## config.mk

```make
export PLATFORM = sky130hd
export DESIGN_NAME = button_debounce_short_long_press_top
export DESIGN_NICKNAME = d
export VERILOG_FILES = /design/src/rtl/bdslp_pkg.sv /design/src/rtl/button_debounce_short_long_press_top.sv
export VERILOG_INCLUDE_DIRS = /design/src /design/src/rtl
export SDC_FILE = /design/constraint.sdc
export NUM_CORES = 1
export LEC_CHECK = 0
export ABC_AREA = 0
export ABC_CLOCK_PERIOD_IN_PS = 2900
export BUFFER_PORTS_ARGS = -buffer_cell sky130_fd_sc_hd__buf_4
export CORE_UTILIZATION = 50
export CTS_BUF_LIST = sky130_fd_sc_hd__clkbuf_4 sky130_fd_sc_hd__clkbuf_8
export CTS_CLUSTER_DIAMETER = 80
export DETAILED_ROUTE_END_ITERATION = 6
export PLACE_DENSITY = 0.74
export SLEW_MARGIN = 0
export SYNTH_ARGS = -nofsm -noshare
export SYNTH_HDL_FRONTEND = slang
export SYNTH_SLANG_ARGS = --single-unit
```

## constraint.sdc

```tcl
create_clock -name clk_i -period 2.9 [get_ports clk_i]
set_clock_uncertainty 0.2 [all_clocks]
set_input_delay 0.145 -clock clk_i [delete_from_list [all_inputs] [get_ports clk_i]]
set_output_delay 0.145 -clock clk_i [all_outputs]
set_load 0.05 [all_outputs]
```

## src/rtl/button_debounce_short_long_press_top_assert.svh

```systemverilog
// Assertion helpers for the button debouncer.
`ifndef BUTTON_DEBOUNCE_SHORT_LONG_PRESS_TOP_ASSERT_SVH
`define BUTTON_DEBOUNCE_SHORT_LONG_PRESS_TOP_ASSERT_SVH

// Same-cycle implication, checked outside reset
`define BDSLP_ASSERT_IMPL(label, clk, rst_n, ante, cons, msg) \
  label: assert property (@(posedge clk) disable iff (!(rst_n)) (ante) |-> (cons)) \
    else $error(msg);

// Next-cycle implication, checked outside reset
`define BDSLP_ASSERT_NEXT(label, clk, rst_n, ante, cons, msg) \
  label: assert property (@(posedge clk) disable iff (!(rst_n)) (ante) |=> (cons)) \
    else $error(msg);

`endif

```

## src/rtl/bdslp_pkg.sv

```systemverilog
package bdslp_pkg;

  // Register widths
  localparam int unsigned DebTicksW  = 8;
  localparam int unsigned LongTicksW = 16;
  localparam int unsigned CfgDataW   = 16;
  localparam int unsigned CfgIdxW    = 2;

  // Register indexes
  localparam logic [CfgIdxW-1:0] CfgDebounceTicks  = 2'd0;
  localparam logic [CfgIdxW-1:0] CfgLongPressTicks = 2'd1;

  // Register reset values
  localparam logic [DebTicksW-1:0]  DebTicksRst  = 8'd20;
  localparam logic [LongTicksW-1:0] LongTicksRst = 16'd1000;

  // Default long countdown width
  localparam int unsigned LongCountWidthDef = 16;

endpackage

```

## src/rtl/button_debounce_short_long_press_top.sv

```systemverilog
// Button debouncer with short/long press detection. Each accepted request is one
// sample tick of the raw active-low pin; every tick yields exactly one result with
// the debounced state and the press, release, short and long events of that tick.
// The block takes one tick per clock cycle: the whole update of the debounce and
// long-press countdowns is combinational and lands in the output register, so
// a new tick is accepted whenever the output register is empty or being taken.
// A change of the raw level restarts the debounce countdown (debounce_ticks, 0
// acts as 1); at its expiry the pin is sampled. A debounced press starts the
// long countdown (long_press_ticks, saturated to LONG_COUNT_WIDTH bits, 0 acts as
// 1). Write the registers only while no result is outstanding.
module button_debounce_short_long_press_top #(
  parameter int unsigned LONG_COUNT_WIDTH = bdslp_pkg::LongCountWidthDef
) (
  input  logic                             clk_i,
  input  logic                             rst_ni,
  // configuration write port
  input  logic                             cfg_we_i,
  input  logic [bdslp_pkg::CfgIdxW-1:0]    cfg_index_i,
  input  logic [bdslp_pkg::CfgDataW-1:0]   cfg_wdata_i,
  // tick request
  input  logic                             in_valid_i,
  output logic                             in_stall_o,
  input  logic                             pin_level_i,
  // result
  output logic                             out_valid_o,
  input  logic                             out_stall_i,
  output logic                             is_down_o,
  output logic                             change_event_o,
  output logic                             press_event_o,
  output logic                             release_event_o,
  output logic                             short_event_o,
  output logic                             long_event_o
);
  import bdslp_pkg::*;

  localparam int unsigned LW = LONG_COUNT_WIDTH;

  // Configuration registers
  logic [DebTicksW-1:0]  deb_ticks_q;
  logic [LongTicksW-1:0] long_ticks_q;

  // Tick state
  logic          prev_raw_q, prev_raw_d;
  logic [DebTicksW-1:0] deb_left_q, deb_left_d;
  logic          deb_run_q, deb_run_d;
  logic          held_q, held_d;
  logic [LW-1:0] long_left_q, long_left_d;
  logic          long_run_q, long_run_d;
  logic          long_done_q, long_done_d;

  // Result register
  logic out_valid_q;
  logic change_q, press_q, release_q, short_q, long_q, is_down_q;
  logic change_d, press_d, release_d, short_d, long_d;

  logic          in_acc;
  logic          deb_exp, long_exp;
  logic [DebTicksW-1:0] deb_load;
  logic [LW-1:0] long_load;
  logic [31:0]   long_ext, long_max;

  assign in_stall_o = out_valid_q & out_stall_i;
  assign in_acc     = in_valid_i & ~in_stall_o;

  // Countdown load values
  always_comb begin
    deb_load = (deb_ticks_q == '0) ? DebTicksW'(1) : deb_ticks_q;
    long_ext = 32'(long_ticks_q);
    long_max = 32'({LW{1'b1}});
    if (long_ext > long_max) begin
      long_load = {LW{1'b1}};
    end else begin
      long_load = LW'(long_ext);
    end
    if (long_load == '0) begin
      long_load = LW'(1);
    end
  end

  // Single-tick update
  always_comb begin
    prev_raw_d  = prev_raw_q;
    deb_left_d  = deb_left_q;
    deb_run_d   = deb_run_q;
    held_d      = held_q;
    long_left_d = long_left_q;
    long_run_d  = long_run_q;
    long_done_d = long_done_q;
    deb_exp     = 1'b0;
    long_exp    = 1'b0;
    change_d    = 1'b0;
    press_d     = 1'b0;
    release_d   = 1'b0;
    short_d     = 1'b0;
    long_d      = 1'b0;

    // debounce countdown, restarted by any raw edge
    if (pin_level_i != prev_raw_q) begin
      deb_left_d = deb_load;
      deb_run_d  = 1'b1;
      prev_raw_d = pin_level_i;
    end else if (deb_run_q) begin
      deb_left_d = deb_left_q - DebTicksW'(1);
      if (deb_left_d == '0) begin
        deb_run_d = 1'b0;
        deb_exp   = 1'b1;
      end
    end

    // long-press countdown
    if (long_run_q) begin
      long_left_d = long_left_q - LW'(1);
      if (long_left_d == '0) begin
        long_run_d = 1'b0;
        long_exp   = 1'b1;
      end
    end

    // debounced sample wins over long expiry
    if (deb_exp) begin
      if (!pin_level_i && !held_q) begin
        held_d      = 1'b1;
        long_done_d = 1'b0;
        long_left_d = long_load;
        long_run_d  = 1'b1;
        long_exp    = 1'b0;
        press_d     = 1'b1;
        change_d    = 1'b1;
      end else if (pin_level_i && held_q) begin
        held_d      = 1'b0;
        long_run_d  = 1'b0;
        long_left_d = '0;
        long_exp    = 1'b0;
        release_d   = 1'b1;
        short_d     = ~long_done_q;
        change_d    = 1'b1;
      end
    end

    if (long_exp && !pin_level_i) begin
      long_done_d = 1'b1;
      long_d      = 1'b1;
    end
  end

  // Configuration registers
  always_ff @(posedge clk_i or negedge rst_ni) begin
    if (!rst_ni) begin
      deb_ticks_q  <= DebTicksRst;
      long_ticks_q <= LongTicksRst;
    end else if (cfg_we_i) begin
      case (cfg_index_i)
        CfgDebounceTicks:  deb_ticks_q  <= cfg_wdata_i[DebTicksW-1:0];
        CfgLongPressTicks: long_ticks_q <= cfg_wdata_i[LongTicksW-1:0];
        default: ;
      endcase
    end
  end

  // Tick state and result valid
  always_ff @(posedge clk_i or negedge rst_ni) begin
    if (!rst_ni) begin
      prev_raw_q  <= 1'b1;
      deb_left_q  <= '0;
      deb_run_q   <= 1'b0;
      held_q      <= 1'b0;
      long_left_q <= '0;
      long_run_q  <= 1'b0;
      long_done_q <= 1'b0;
      out_valid_q <= 1'b0;
    end else begin
      if (in_acc) begin
        prev_raw_q  <= prev_raw_d;
        deb_left_q  <= deb_left_d;
        deb_run_q   <= deb_run_d;
        held_q      <= held_d;
        long_left_q <= long_left_d;
        long_run_q  <= long_run_d;
        long_done_q <= long_done_d;
        out_valid_q <= 1'b1;
      end else if (!out_stall_i) begin
        out_valid_q <= 1'b0;
      end
    end
  end

  // Result payload
  always_ff @(posedge clk_i) begin
    if (in_acc) begin
      is_down_q <= held_d;
      change_q  <= change_d;
      press_q   <= press_d;
      release_q <= release_d;
      short_q   <= short_d;
      long_q    <= long_d;
    end
  end

  assign out_valid_o     = out_valid_q;
  assign is_down_o       = is_down_q;
  assign change_event_o  = change_q;
  assign press_event_o   = press_q;
  assign release_event_o = release_q;
  assign short_event_o   = short_q;
  assign long_event_o    = long_q;

`include "button_debounce_short_long_press_top_assert.svh"

  `BDSLP_ASSERT_IMPL(a_change_is_edge, clk_i, rst_ni, out_valid_q, change_q == (press_q | release_q), "change event without press or release")
  `BDSLP_ASSERT_IMPL(a_short_on_release, clk_i, rst_ni, out_valid_q && short_q, release_q && !long_q && !is_down_q, "short event outside a release")
  `BDSLP_ASSERT_IMPL(a_long_needs_held, clk_i, rst_ni, long_run_q, held_q, "long countdown running while released")
  `BDSLP_ASSERT_NEXT(a_press_sets_down, clk_i, rst_ni, in_acc && press_d, is_down_q && out_valid_q, "press did not set debounced state")

endmodule
```

==> results.md, run 1 <==
* Status: complete, no violations
* Async set or reset register ratio after synthesis at 0.9000
* Final routed wire length divided by cell count at 16.78 µm
* Total vias in the final route at 2920
* Final slew viol count at 0
* Maximum clock path buffer count at 2
* H-Tree Depth at 3
* Core box area at 0.006350 mm²
* Number of antenna violations at the first check in global routing at 0
* Top flip-flop cell by instance count after synthesis: sky130_fd_sc_hd__dfrtp_1
* Area share of and/or/nand/nor cells after synthesis at 0.2118
* Hold path start: cfg_index_i[1]
* Worst r2r src: long_left_q[0]$_DFFE_PN0P_
* Number of instances in the synthesized netlist at 342
* Clock transition at the registers of the reported paths at 0.07 ns
* Filler Cells Inserted at 508
* Post-cts gate resize count at 0
* GRT Resource Usage Total at 0.2458
* Worst Path Required at 2.97 ns
* Final Hold Vio Count at 0
* Overall die height at 82.99 µm
* Die ar. at 0.006887 mm²
* Setup repair after global routing missed its margin: false
* Sequential fraction of the synthesis area at 0.4704
* Top cells by area, synth: sky130_fd_sc_hd__dfrtp_1, sky130_fd_sc_hd__mux2_2, sky130_fd_sc_hd__dfstp_2
* Maximum fanout encountered on the critical timing path at 13
* Sequential standard cell area at 0.001543 mm²
* Final critical path time including I/O delays and setup at 2.557 ns
* Worst slew margin relative to its limit at 0.09628
* Total power divided by cell area at 849.5 mW/mm²
* Total overflow reported by the global router at 0
* Final period util at 0.8818
* Dominant combinational cell family by area after synthesis: simple AND/OR/NAND/NOR gates
* Multiplexer area fraction after synthesis at 0.08546
* TritonCTS clock tree: built
* Max Cap Violations at 0
* WS Path Type: flip-flop to flip-flop
* Die span in x at 82.99 µm
* Clock sink total at 60
* Number of design-rule violations left by the first detailed-router iteration at 293
* Via count of the first global-routing pass at 2774
* Layout cells sized above 1 at 0.2412
* Post-detailed-route DRC marker count at 0
* Number of vias per cell after detailed routing at 6.147
* Number of inserted diodes at 0
* Count of buffers inserted at the top-level ports at 31
* Worst Setup End Kind: flip-flop
* Combined area of the multi-input logic cells at 0.001623 mm²
* Xor/xnor cell area share of the yosys netlist at 0.008012
* Leakage power summed over all cells at 1.640 nW
* Detailed-routing iteration count for the pre-antenna-repair pass at 5
* Root Buffer: sky130_fd_sc_hd__clkbuf_8
* Number of buffers inserted by post-CTS setup repair at 0
* Arithmetic-cell share of the synthesized area counting full adders, half adders and majority gates at 0.02289
* Count of cell types in the netlist at 53
* CP Data Arrival Time at 2.63 ns
* Number of nets still failing antenna checks after routing at 0
* Starting density of the core at 0.5165
* Number of buffers created by CTS at 9
* Clock latency on the worst-skew pair at 0.34 ns
* Warnings from Yosys at 0
* Largest net degree at the start of global routing at 55
* Layout overhead on the synthesized area at 23.16%
* Post-Route Setup TNS at 0 ns
* Final hold slack at 0.1507 ns
* Compound-gate portion of the synthesized area at 0.1667
* Maximum resistive drop on vdd at 0.6641 mV
* Yosys reg bits at 60
* Worst Max-Slew Pin Slew at 1.341 ns
* Detailed-route wire length at 7969 µm
* # IOs at 32
* Cell Rows at 29
* Mapped Nets at 372
* Biggest area consumer among synthesized cells: sky130_fd_sc_hd__dfrtp_1
* Weighted congestion at the end of routability-driven global placement at 0.8783
* Critical Path Start Type: flip-flop
* Hold crit path type: input port to flip-flop
* Area share of the leading cell type in the synthesized netlist at 0.3434
* EDFF count, synth at 6
* Final setup violation count at 0
* Total Nets Final at 423
* Avg Synthesized Cell Area at 9.589 µm²
* Final HPWL from detailed placement at 5446 µm
* First element of the critical path: long_left_q[0]$_DFFE_PN0P_
* Total power consumption of the routed design at 3.431 mW
* Maximum clock rate at 391.1 MHz
* Wire length of the first global-routing pass at 13390 µm
* Area of the mapped netlist at 0.003279 mm²
==> power by group <==
part           leakage, nW  total [mW]  switching, mW  internal [mW]
logic                0.819        1.01          0.549          0.458
clock network        0.130       0.955          0.329          0.626
registers            0.691        1.47          0.362           1.11
==> stage by stage <==
step                std cells    util  instance area [µm²]  setup slack [ns]
floorplan                 342       -                 3279            0.5032
global placement          439  0.5645                 3585            0.5359
detailed placement        439  0.5645                 3585            0.3873
CTS                       475  0.6361                 4039            0.3604
global route              475  0.6361                 4039           0.09876
finish                    475  0.6361                 4039            0.3429
==> flip-flops by register name (all words and copies together) (netlist names) <==
signal           count
change_event_o       1
deb_left_q           8
deb_run_q            1
deb_ticks_q          8
held_q               1
is_down_o            1
long_done_q          1
long_event_o         1
long_left_q         16
long_run_q           1
long_ticks_q        16
out_valid_o          1
press_event_o        1
prev_raw_q           1
release_event_o      1
short_event_o        1
==> layout by cell type (no fill, tap or decap), types with 6 or more instances in the layout <==
| cell type | netlist | final |
|---|---|---|
| sky130_fd_sc_hd__dfrtp_1 | 45 | 45 |
| sky130_fd_sc_hd__nor4_1 | 14 | 14 |
| sky130_fd_sc_hd__nor2_1 | 35 | 35 |
| sky130_fd_sc_hd__o21ai_0 | 34 | 34 |
| sky130_fd_sc_hd__ha_1 | 6 | 6 |
| sky130_fd_sc_hd__mux2_2 | 24 | 24 |
| sky130_fd_sc_hd__a21oi_1 | 19 | 19 |
| sky130_fd_sc_hd__edfxtp_1 | 6 | 6 |
| sky130_fd_sc_hd__nand2_1 | 34 | 34 |
| sky130_fd_sc_hd__inv_1 | 8 | 8 |
| sky130_fd_sc_hd__nor3_1 | 15 | 15 |
| sky130_fd_sc_hd__buf_4 | 0 | 39 |
| sky130_fd_sc_hd__clkbuf_8 | 0 | 11 |
| sky130_fd_sc_hd__dlygate4sd3_1 | 0 | 20 |
| sky130_fd_sc_hd__dfstp_2 | 9 | 9 |
==> area by class of cell <==
class,count,share of cell area
multi-input combinational,255,0.4018
clock inverter,4,0.02354
sequential,60,0.3820
timing repair buffer,59,0.1221
inverter,8,0.007435
clock buffer,12,0.03934
tap,77,0.02385
==> final timing paths <==
kind                                                 to  slack, ns  depth (start not counted)
max                             long_done_q$_DFFE_PN0P_       0.34                          8
min reg2reg                  long_left_q[6]$_DFFE_PN0P_       0.31                          2
min                          deb_ticks_q[1]$_DFFE_PN0P_       0.15                          4
max in group asynchronous  long_ticks_q[14]$_DFFE_PN0P_       1.83                          2
min in group asynchronous        long_run_q$_DFFE_PN0P_       0.19                          2
max reg2reg                     long_done_q$_DFFE_PN0P_       0.34                          8
==> worst max-delay path, cell delays in order (launching register included) <==
cell and delay [ns]:
sky130_fd_sc_hd__dfrtp_1 0.47, sky130_fd_sc_hd__inv_1 0.11, sky130_fd_sc_hd__ha_1 0.41, sky130_fd_sc_hd__nor3b_1 0.29, sky130_fd_sc_hd__a21oi_1 0.11, sky130_fd_sc_hd__o31ai_1 0.20
sky130_fd_sc_hd__o2111ai_1 0.19, sky130_fd_sc_hd__nor4_2 0.33, sky130_fd_sc_hd__a22o_1 0.18
==> repair_timing <==
item,in CTS,in global routing
endpoints found under the setup margin,0,0
hold buffers,20,0
endpoints found under the hold margin,73,0
==> synth_stat cells, types with 5 or more instances <==
cell,instances
sky130_fd_sc_hd__o211ai_1,5
sky130_fd_sc_hd__inv_1,8
sky130_fd_sc_hd__a221o_1,5
sky130_fd_sc_hd__dfrtp_1,45
sky130_fd_sc_hd__a21oi_1,19
sky130_fd_sc_hd__edfxtp_1,6
sky130_fd_sc_hd__o21ai_0,34
sky130_fd_sc_hd__ha_1,6
sky130_fd_sc_hd__nand2_1,34
sky130_fd_sc_hd__nor2_1,35
sky130_fd_sc_hd__dfstp_2,9
sky130_fd_sc_hd__clkbuf_1,14
sky130_fd_sc_hd__nor3_1,15
sky130_fd_sc_hd__mux2_2,24
sky130_fd_sc_hd__nor4_1,14
==> layer usage <==
| layer | global-route usage | vias up | share of wire |
|---|---|---|---|
| li1 | - | 1376 | - |
| met1 | 0.3287 | 1413 | 0.45 |
| met2 | 0.3838 | 117 | 0.48 |
| met3 | 0.05964 | 14 | 0.052 |
| met4 | 0.1034 | 0 | 0.017 |
| met5 | 0 | - | 0 |
==> logic make-up after synthesis <==
group / Yosys count
fa+ha+maj: 6
compound gates: 87
buf+inv: 27
flops: 60
xor+xnor: 3
mux: 25
simple gates: 134
Power figures use the tool's default switching activity.
==> run 2: changes to the inputs <==
--- a/config.mk
+++ b/config.mk
@@ -9,11 +9,11 @@
 export ABC_AREA = 0
 export ABC_CLOCK_PERIOD_IN_PS = 2900
 export BUFFER_PORTS_ARGS = -buffer_cell sky130_fd_sc_hd__buf_4
-export CORE_UTILIZATION = 50
-export CTS_BUF_LIST = sky130_fd_sc_hd__clkbuf_4 sky130_fd_sc_hd__clkbuf_8
+export CORE_UTILIZATION = 45
+export CTS_BUF_LIST = sky130_fd_sc_hd__clkbuf_16
 export CTS_CLUSTER_DIAMETER = 80
 export DETAILED_ROUTE_END_ITERATION = 6
-export PLACE_DENSITY = 0.74
+export PLACE_DENSITY = 0.68
 export SLEW_MARGIN = 0
 export SYNTH_ARGS = -nofsm -noshare
 export SYNTH_HDL_FRONTEND = slang
==> run 2 against run 1 <==
Effect of this change:
- global-route usage is 1.6 points lower
- clock power decreased by 6.1%
- fmax grew 1.4%
- final area grew 0.87%
- critical path type unchanged
- largest cell class unchanged
- largest power group unchanged
- highest routed layer unchanged
==> results.md, run 2 (synthesized netlist as in run 1, its figures left out) <==
* Max Cap Violations at 0 (unchanged)
* Die ar. at 0.007633 mm² (+11%)
* Count of buffers inserted at the top-level ports at 31 (unchanged)
* Combined area of the multi-input logic cells at 0.001623 mm² (unchanged)
* Non-filler cells, final at 496 (+4.4%)
* Net switching power figure at 1.244 mW (+0.33%)
* Delay-heaviest family, CP: compound AO/OA/AOI/OAI gates
* Largest net degree at the start of global routing at 55 (unchanged)
* Clock sink total at 60 (unchanged)
* Number of nets still failing antenna checks after routing at 0 (unchanged)
* Seq pwr share at 0.436 (+0.008)
* Final critical path time including I/O delays and setup at 2.522 ns (-0.03498 ns)
* Core box area at 0.006907 mm² (+8.8%)
* Leakage power summed over all cells at 1.653 nW (+0.79%)
* # hold bufs at CTS at 20 (unchanged)
* Setup ws final at 0.3779 ns (+0.03498 ns)
* Part of the power in combinational logic at 0.298 (+0.004)
* Total overflow reported by the global router at 0 (unchanged)
* Total Nets Final at 425 (+0.47%)
* Largest registers: long_left_q (16), long_ticks_q (16)
* Hold crit path type: input port to flip-flop
* Crit path cell chain: inv_1, ha_1, nor3b_1, a21oi_1, o31ai_1, o2111ai_1, nor4_2, a22o_1
* Number of design-rule violations left by the first detailed-router iteration at 226 (-23%)
* Root Buffer: sky130_fd_sc_hd__clkbuf_16
* Slowest library cell on the worst path: sky130_fd_sc_hd__dfrtp_1
* Path depth of the worst reg2reg path at 8 (unchanged)
* Maximum fanout encountered on the critical timing path at 13 (unchanged)
* Weighted congestion at the end of routability-driven global placement at 0.8898 (+1.3%)
* Number of vias per cell after detailed routing at 5.813 (-5.4%)
* Worst Setup End Kind: flip-flop
* Non-Filler Cell Area, Final at 0.004074 mm² (+0.87%)
* Most frequent cells in the layout: sky130_fd_sc_hd__dfrtp_1, sky130_fd_sc_hd__buf_4, sky130_fd_sc_hd__nor2_1
* Layout cells sized above 1 at 0.2300 (-0.01121)
* Post-Route Setup TNS at 0 ns (unchanged)
* Filler Cells Inserted at 613 (+21%)
* Clock transition at the registers of the reported paths at 0.05 ns (-0.02 ns)
* Starting density of the core at 0.4748 (-0.04163)
* Overall die height at 87.37 µm (+5.3%)
* Die span in x at 87.37 µm (+5.3%)
* Number of antenna violations at the first check in global routing at 0 (unchanged)
* Worst path buffer plus inverter count at 1 (unchanged)
* Total power consumption of the routed design at 3.369 mW (-1.8%)
* Post-cts gate resize count at 0 (unchanged)
* Maximum clock rate at 396.5 MHz (+1.4%)
* Critical Path Start Type: flip-flop
* Status: complete, no violations
* Cell depth of the worst hold path at 4 (unchanged)
* Detailed-route wire length at 7842 µm (-1.6%)
* Wire length of the first global-routing pass at 13300 µm (-0.62%)
* Setup repair after global routing missed its margin: false
* Final Hold Vio Count at 0 (unchanged)
* WS Path Type: flip-flop to flip-flop
* Worst slew margin relative to its limit at 0.4860 (+0.3897)
* Number of buffers inserted by post-CTS setup repair at 0 (unchanged)
* Post-detailed-route DRC marker count at 0 (unchanged)
* Setup Slack @ Placement at 0.4136 ns (+0.02629 ns)
* Fraction of power spent switching nets at 0.3692 (+0.007874)
* H-Tree Depth at 3 (unchanged)
* TritonCTS clock tree: built
* Maximum resistive drop on vdd at 0.4679 mV (-30%)
* Total power divided by cell area at 826.9 mW/mm² (-2.7%)
* Maximum cell stage delay along the critical path at 0.46 ns (about the same)
* Most frequent standard cell in the layout excluding fill and tap cells: sky130_fd_sc_hd__dfrtp_1
* Maximum clock path buffer count at 2 (unchanged)
* GRT Resource Usage Total at 0.2299 (-0.01590)
* Final HPWL from detailed placement at 5358 µm (-1.6%)
* Post-placement cell count at 459 (+4.6%)
* Number of buffers created by CTS at 9 (unchanged)
* Worst Path Required at 2.96 ns (about the same)
* Final setup violation count at 0 (unchanged)
* CP Data Arrival Time at 2.58 ns (-0.05 ns)
* Cell area reported after detailed placement at 0.003616 mm² (+0.87%)
* Detailed-routing iteration count for the pre-antenna-repair pass at 5 (unchanged)
* Relative contribution of the clock network to total power at 0.266 (-0.012)
* Via count of the first global-routing pass at 2794 (+0.72%)
* Layout overhead on the synthesized area at 24.23%
* Internal power contribution at 2.125 mW (-3.0%)
* Total vias in the final route at 2883 (-1.3%)
* # IOs at 32 (unchanged)
* Post-Route Utilization at 0.5899 (-0.04620)
* Clock latency on the worst-skew pair at 0.33 ns (about the same)
* Number of inserted diodes at 0 (unchanged)
* Cell Rows at 30 (+3.4%)
* Final period util at 0.8697 (-0.01206)
* Final routed wire length divided by cell count at 15.81 µm (-5.8%)
* Final slew viol count at 0 (unchanged)
* Number of cells on the critical path at 8 (unchanged)
* Final hold slack at 0.1513 ns (+0.0005440 ns)
* Worst Max-Slew Pin Slew at 0.7687 ns (-0.5727 ns)
* Sequential standard cell area at 0.001543 mm² (unchanged)
-- run 2: power by group through the flow --
stage	Clock (mW)	Combinational, mW	Sequential, mW
6_report	0.897	1.00	1.47
2_1_floorplan	0	0.818	1.32
3_5_place_dp	0	0.966	1.47
5_1_grt	0.949	1.13	1.51
4_1_cts	0.911	0.994	1.46
3_3_place_gp	0	0.943	1.46
-- run 2: metal layers --
layer  vias to the layer above  part of all wire  track usage
met5                         -                 0            0
met4                         0             0.021       0.1043
li1                       1377                 -            -
met3                        17             0.046      0.04076
met1                      1396              0.46       0.3165
met2                        93              0.47       0.3537
-- run 2: layout make-up --
class	instances	area share
flip-flops and latches	60	0.3787
inverters	8	0.007371
repair buffers	61	0.1241
multi-input cells	255	0.3983
well taps	96	0.02948
clock inverters	7	0.006757
clock buffers	9	0.05528
-- run 2: worst reg2reg max path, cell delays in order, from the launching register on --
cell and delay (ns):
sky130_fd_sc_hd__dfrtp_1 0.46, sky130_fd_sc_hd__inv_1 0.12, sky130_fd_sc_hd__ha_1 0.44, sky130_fd_sc_hd__nor3b_1 0.26, sky130_fd_sc_hd__a21oi_1 0.09, sky130_fd_sc_hd__o31ai_1 0.19
sky130_fd_sc_hd__o2111ai_1 0.19, sky130_fd_sc_hd__nor4_2 0.34, sky130_fd_sc_hd__a22o_1 0.18
-- run 2: worst paths after layout --
kind                                           endpoint                        from  slack, ns
setup reg to reg                long_done_q$_DFFE_PN0P_  long_left_q[1]$_DFFE_PN0P_       0.38
max in group asynchronous       long_done_q$_DFFE_PN0P_                      rst_ni       1.83
min in group asynchronous  long_ticks_q[13]$_DFFE_PN0P_                      rst_ni       0.20
setup / recovery                long_done_q$_DFFE_PN0P_  long_left_q[1]$_DFFE_PN0P_       0.38
hold reg to reg                 long_done_q$_DFFE_PN0P_     long_done_q$_DFFE_PN0P_       0.31
hold / removal               deb_ticks_q[6]$_DFFE_PN0P_              cfg_index_i[1]       0.15
